--- src/sv/r2fft_ram.sv ---
`timescale 1ns / 1ps
// r2fft_ram: generic single-port-write, single-port-read ram with registered read
// no dependencies

module r2fft_ram #(
    parameter int WIDTH = 48,
    parameter int DEPTH = 64
) (
    input  logic                     aclk,
    input  logic                     we,
    input  logic [$clog2(DEPTH)-1:0] waddr,
    input  logic [WIDTH-1:0]         wdata,
    input  logic [$clog2(DEPTH)-1:0] raddr,
    output logic [WIDTH-1:0]         rdata
);

    logic [WIDTH-1:0] mem [DEPTH];

    always_ff @(posedge aclk) begin
        if (we) begin
            mem[waddr] <= wdata;
        end
        rdata <= mem[raddr];
    end

endmodule

--- config.mk ---
export PLATFORM = sky130hd
export DESIGN_NAME = r2fft_ram
export DESIGN_NICKNAME = d
export VERILOG_FILES = /design/src/sv/r2fft_ram.sv
export SDC_FILE = /design/constraint.sdc
export NUM_CORES = 2
export LEC_CHECK = 0
export BUFFER_PORTS_ARGS = -buffer_cell sky130_fd_sc_hd__buf_2
export CAP_MARGIN = 20
export CORE_ASPECT_RATIO = 0.9
export CORE_UTILIZATION = 61
export CTS_CLUSTER_SIZE = 24
export DETAILED_ROUTE_END_ITERATION = 6
export PLACE_DENSITY = 0.77
export SYNTH_ARGS = -nofsm -noshare
export SYNTH_HDL_FRONTEND = slang
export SYNTH_SLANG_ARGS = --single-unit
--- constraint.sdc ---
create_clock -name aclk -period 7.2 [get_ports aclk]
set_clock_uncertainty 0.05 [all_clocks]
set_input_delay 1.44 -clock aclk [delete_from_list [all_inputs] [get_ports aclk]]
set_output_delay 1.44 -clock aclk [all_outputs]
set_load 0.05 [all_outputs]
* After elaboration in Yosys (flattened, before gate mapping)
Memories as Yosys holds them, arrays and structs flattened. A register that Yosys moved wholly into a read port is not among the register bits. Index checks and enable logic that the tools add are counted. Widths: inputs -> output; s select.
Storage, ports and cells: memory bits (read-only) 0, input port bits 62, word-level logic and storage cells 3, memories 1, output and inout port bits 48, register bits after elaboration 0, latch bits 0, memory bits (writable) 3072
Memory list:
- mem | words 64, bits a word 48, read ports 1, clocked after memory_dff 1, write ports 1, line 17 | logic [WIDTH-1:0] mem [DEPTH];
Operators by class: add/sub/neg operators 0, eq/ne operators 0, bitwise logic cells 0, $mul 0, shifts and indexed selects 0, mux-type cells 2, reduce and logical (&&, ||, !) cells 0, div/mod/pow operators 0, order comparisons 0
Operators by type and width (count):
- $mux 1 | 2

* Logic depth before layout (Yosys ltp)
word-level depth 2, gate-level depth with buffers 9, depth with buffers taken out 5

* Worst setup path after synthesis
No wires, ideal clock.
kind in2reg, start point input port waddr[3], end point memory mem[48][0] (enable), stages on the path 4, library setup time 513 ps, buffers on the path 1, required time 6637 ps, path slack 1425 ps, data arrival time 5212 ps, path through clkbuf_1 -> nor2b_1 -> nand4b_1 -> nor3_1
RTL lines:
- start, declared | line 11 | input logic [$clog2(DEPTH)-1:0] waddr,
- end, declared | line 17
Straight into the memory's write port.

==> results by group <==
Route
  – ANT nets after route: 0
  – Routed wire per std cell: 39.76 um
  – Drt initial violations: 9,582
  – DRC viols: 20
  – Total vias in the final route: 58,570
  – WL final: 320.0 mm
  – Vias per cell: 7.276
  – DRT Pass-1 Iters: 7

Clock network
  – Clock Latency Late Sink: 0.95 ns
  – CTS tree: yes
  – Maximum root-to-sink buffer count: 4
  – CTS buffer count: 300
  – TritonCTS Sinks: 3,120
  – Post-cts gate resize count: 0
  – CTS hold repair buffers: 0
  – Root Buffer Master: clkbuf_16
  – CTS clk-pin slew, worst paths: 0.06 ns
  – # Post-CTS Setup Buffers: 0
  – H-tree levels: 5

Run status
  – Outcome: finished, violations left
  – Failing checks: DRC

Synthesis
  – Mapped cell area: 117,100 um2
  – Most used flip-flop cell after synthesis: edfxtp_1
  – Yosys top cell by area: edfxtp_1
  – Syn nets: 5,032
  – Synth top area share: 78.77%
  – Ys Warns: 0
  – Syn avg cell area: 23.56 um2
  – Top cells by area, synth: edfxtp_1, mux4_2, dfxtp_1, o22ai_1, a221oi_1
  – Synth Instances: 4,970
  – Post-synth ARST share: 0%
  – Post-synth EDFFs: 3,072
  – Synth cell types: 36
  – Post-synthesis sequential area ratio: 79.59%
  – Synth Register Bits: 3,120

Place
  – HPWL after detailed placement: 164.6 mm
  – Placer Congestion: 0.8465
  – Area after DPL: 121,300 um2
  – Buffers on Ports: 109

Timing
  – Final Cycle Share: 54.80%
  – Endpoints failing setup: 0
  – Crit path time final: 3.946 ns
  – Slew Limit Fails: 0
  – RSZ-0062 raised after global routing: false
  – Hold violation count in the final report: 0
  – Slew HR: 9.660%
  – TNS Setup: 0 ns
  – FMAX: 253.4 MHz
  – Worst-Margin Slew: 1.355 ns

Floorplan
  – Die width: 463.9 um
  – CORE AREA: 190,800 um2
  – Die area: 193,800 um2
  – Placement row count: 152
  – Die Y: 417.7 um
  – Starting Density: 61.40%
  – I/O pin count: 110

Power
  – Clock Power Share: 40.3%
  – Pint: 29.21 mW
  – VDD IR max: 0.2820 mV
  – Combinational share of power: 5.2%
  – Switching pwr: 7.916 mW
  – Seq pwr share: 54.4%
  – Power per cell area: 283.2 nW/um2
  – Pleak: 40.68 nW
  – Switching Fraction: 21.32%

Global route
  – Grt ovf: 0
  – Gr usage total: 33.18%
  – Number of global-route vias before repair: 58,220
  – Pin count of the biggest net entering global routing: 124
  – First-pass GRT wire length: 442.5 mm
  – Antenna violations before repair: 36

Setup path
  – R2r setup slk: 4.56 ns
  – Slowest CP cell: nand2b_1
  – Family with the most delay on the worst path: simple AND/OR/NAND/NOR gates
  – Startpoint Class: input port
  – R2R Path End: rdata[1]
  – Number of buffers and inverters on the critical path: 2
  – R2r worst-path depth: 4
  – Crit path capture type: register
  – Kind of critical path: input port to register
  – CP Data Arrival Time: 4.75 ns
  – Critical R2R Launch: mem[27][1]
  – Max incr delay on CP: 0.91 ns
  – CP Cell Sequence: buf_8 -> buf_12 -> nand2b_1 -> o22ai_1 -> nor2_1 -> a21oi_1 -> nor2_1
  – Required time worst endpoint: 8.01 ns
  – Most used cell along the critical path: nor2_1
  – CP Max Fanout: 123

Cells and area
  – Most frequent cells in the layout: edfxtp_1, mux4_2, clkbuf_16, o22ai_1, buf_4
  – Layout cell share with drive strength beyond 1: 27.76%
  – Commonest non-fill, non-tap cell in the layout: edfxtp_1
  – Final #Nets: 5,337
  – Cell area after layout: 131,100 um2
  – Fill cells: 10,690
  – Area growth, synth to finish: 11.94%

Hold path
  – Worst Hold Class: input port to register
  – Hold Path Sink: mem[26][11]
  – Min-delay src: wdata[11]
  – Worst Hold Depth: 1

Job
  – # Max-Cap Violations: 0
cell usage after synthesis, types with 5 or more instances:
library cell,n
edfxtp_1,3072
mux4_2,754
a22o_1,57
buf_1,12
nor2b_1,24
clkbuf_1,98
dfxtp_1,48
o221ai_1,28
nor2_1,132
mux2i_1,63
nand2b_1,10
a311oi_1,11
buf_2,98
buf_6,11
a21oi_1,74
nand3b_1,5
mux2_2,12
a221oi_1,83
a211oi_1,32
nand3_1,7
buf_4,62
o22ai_1,122
a31o_2,5
a22oi_1,72
nand2_1,55
sequential cells by signal (all words and copies together) (netlist names):
register	cells
mem	3072
rdata	48
kinds of logic after synthesis:
group,after synthesis,share of synthesized area [%]
compound gates,486,3.024
flops,3120,79.59
mux,829,15.15
simple gates,253,0.9572
buf+inv,282,1.279
per-layer routing:
metal | part of all wire [%] | GRT usage [%]
met5 | 0.026 | 0
met4 | 6.0 | 17.53
met3 | 14 | 8.549
met2 | 47 | 50.65
met1 | 33 | 44.79
worst max-delay path by stage:
stage	start	endpoint	slack, ns	depth (start not counted)
global route	raddr[2]	rdata[16]	3.18	7
global placement	raddr[2]	rdata[16]	2.44	7
floorplan	waddr[3]	mem[48][0]	1.43	4
finish	raddr[2]	rdata[16]	3.25	7
CTS	raddr[2]	rdata[16]	3.33	7
detailed placement	raddr[2]	rdata[16]	2.40	7
cell type report:
class                           count  area [um2]  area share [%]
Clock inverter                    132        1094          0.8341
Tap cell                         2541        3179           2.425
Antenna cell                       21       52.55         0.04008
Timing Repair Buffer              285        2665           2.033
Sequential cell                  3120       93210           71.09
Multi-Input combinational cell   1568       22940           17.49
Clock buffer                      382        7970           6.079
power groups by stage:
stage,logic (mW),clock network [mW],registers (mW)
floorplan,0.960,0,20.7
global placement,1.82,0,20.6
detailed placement,1.86,0,20.6
CTS,1.88,15.0,20.2
global route,2.01,15.7,20.2
finish,1.95,15.0,20.2
stage by stage:
step                      total power, mW  std cells  hold WS (ns)  setup slack, ns  utilization (%)
after floorplan                     21.63       4970        0.6596            1.425                -
after global placement              22.41       7479        0.7426            2.444            63.58
after detailed placement            22.45       7480        0.7497            2.397            63.59
after CTS                           37.11       7994        0.7859            3.334            68.34
after global routing                37.90       8042        0.7651            3.181            68.72
final                               37.13       8049        0.7874            3.254            68.73
worst register-to-register path, delay by kind of cell, from the launching register on:
kind,cells,cell delay (ns)
DFF,1,0.35
AOI/OAI and AO/OA,3,1.57
muxes,1,0.47
Power figures use the tool's default switching activity.
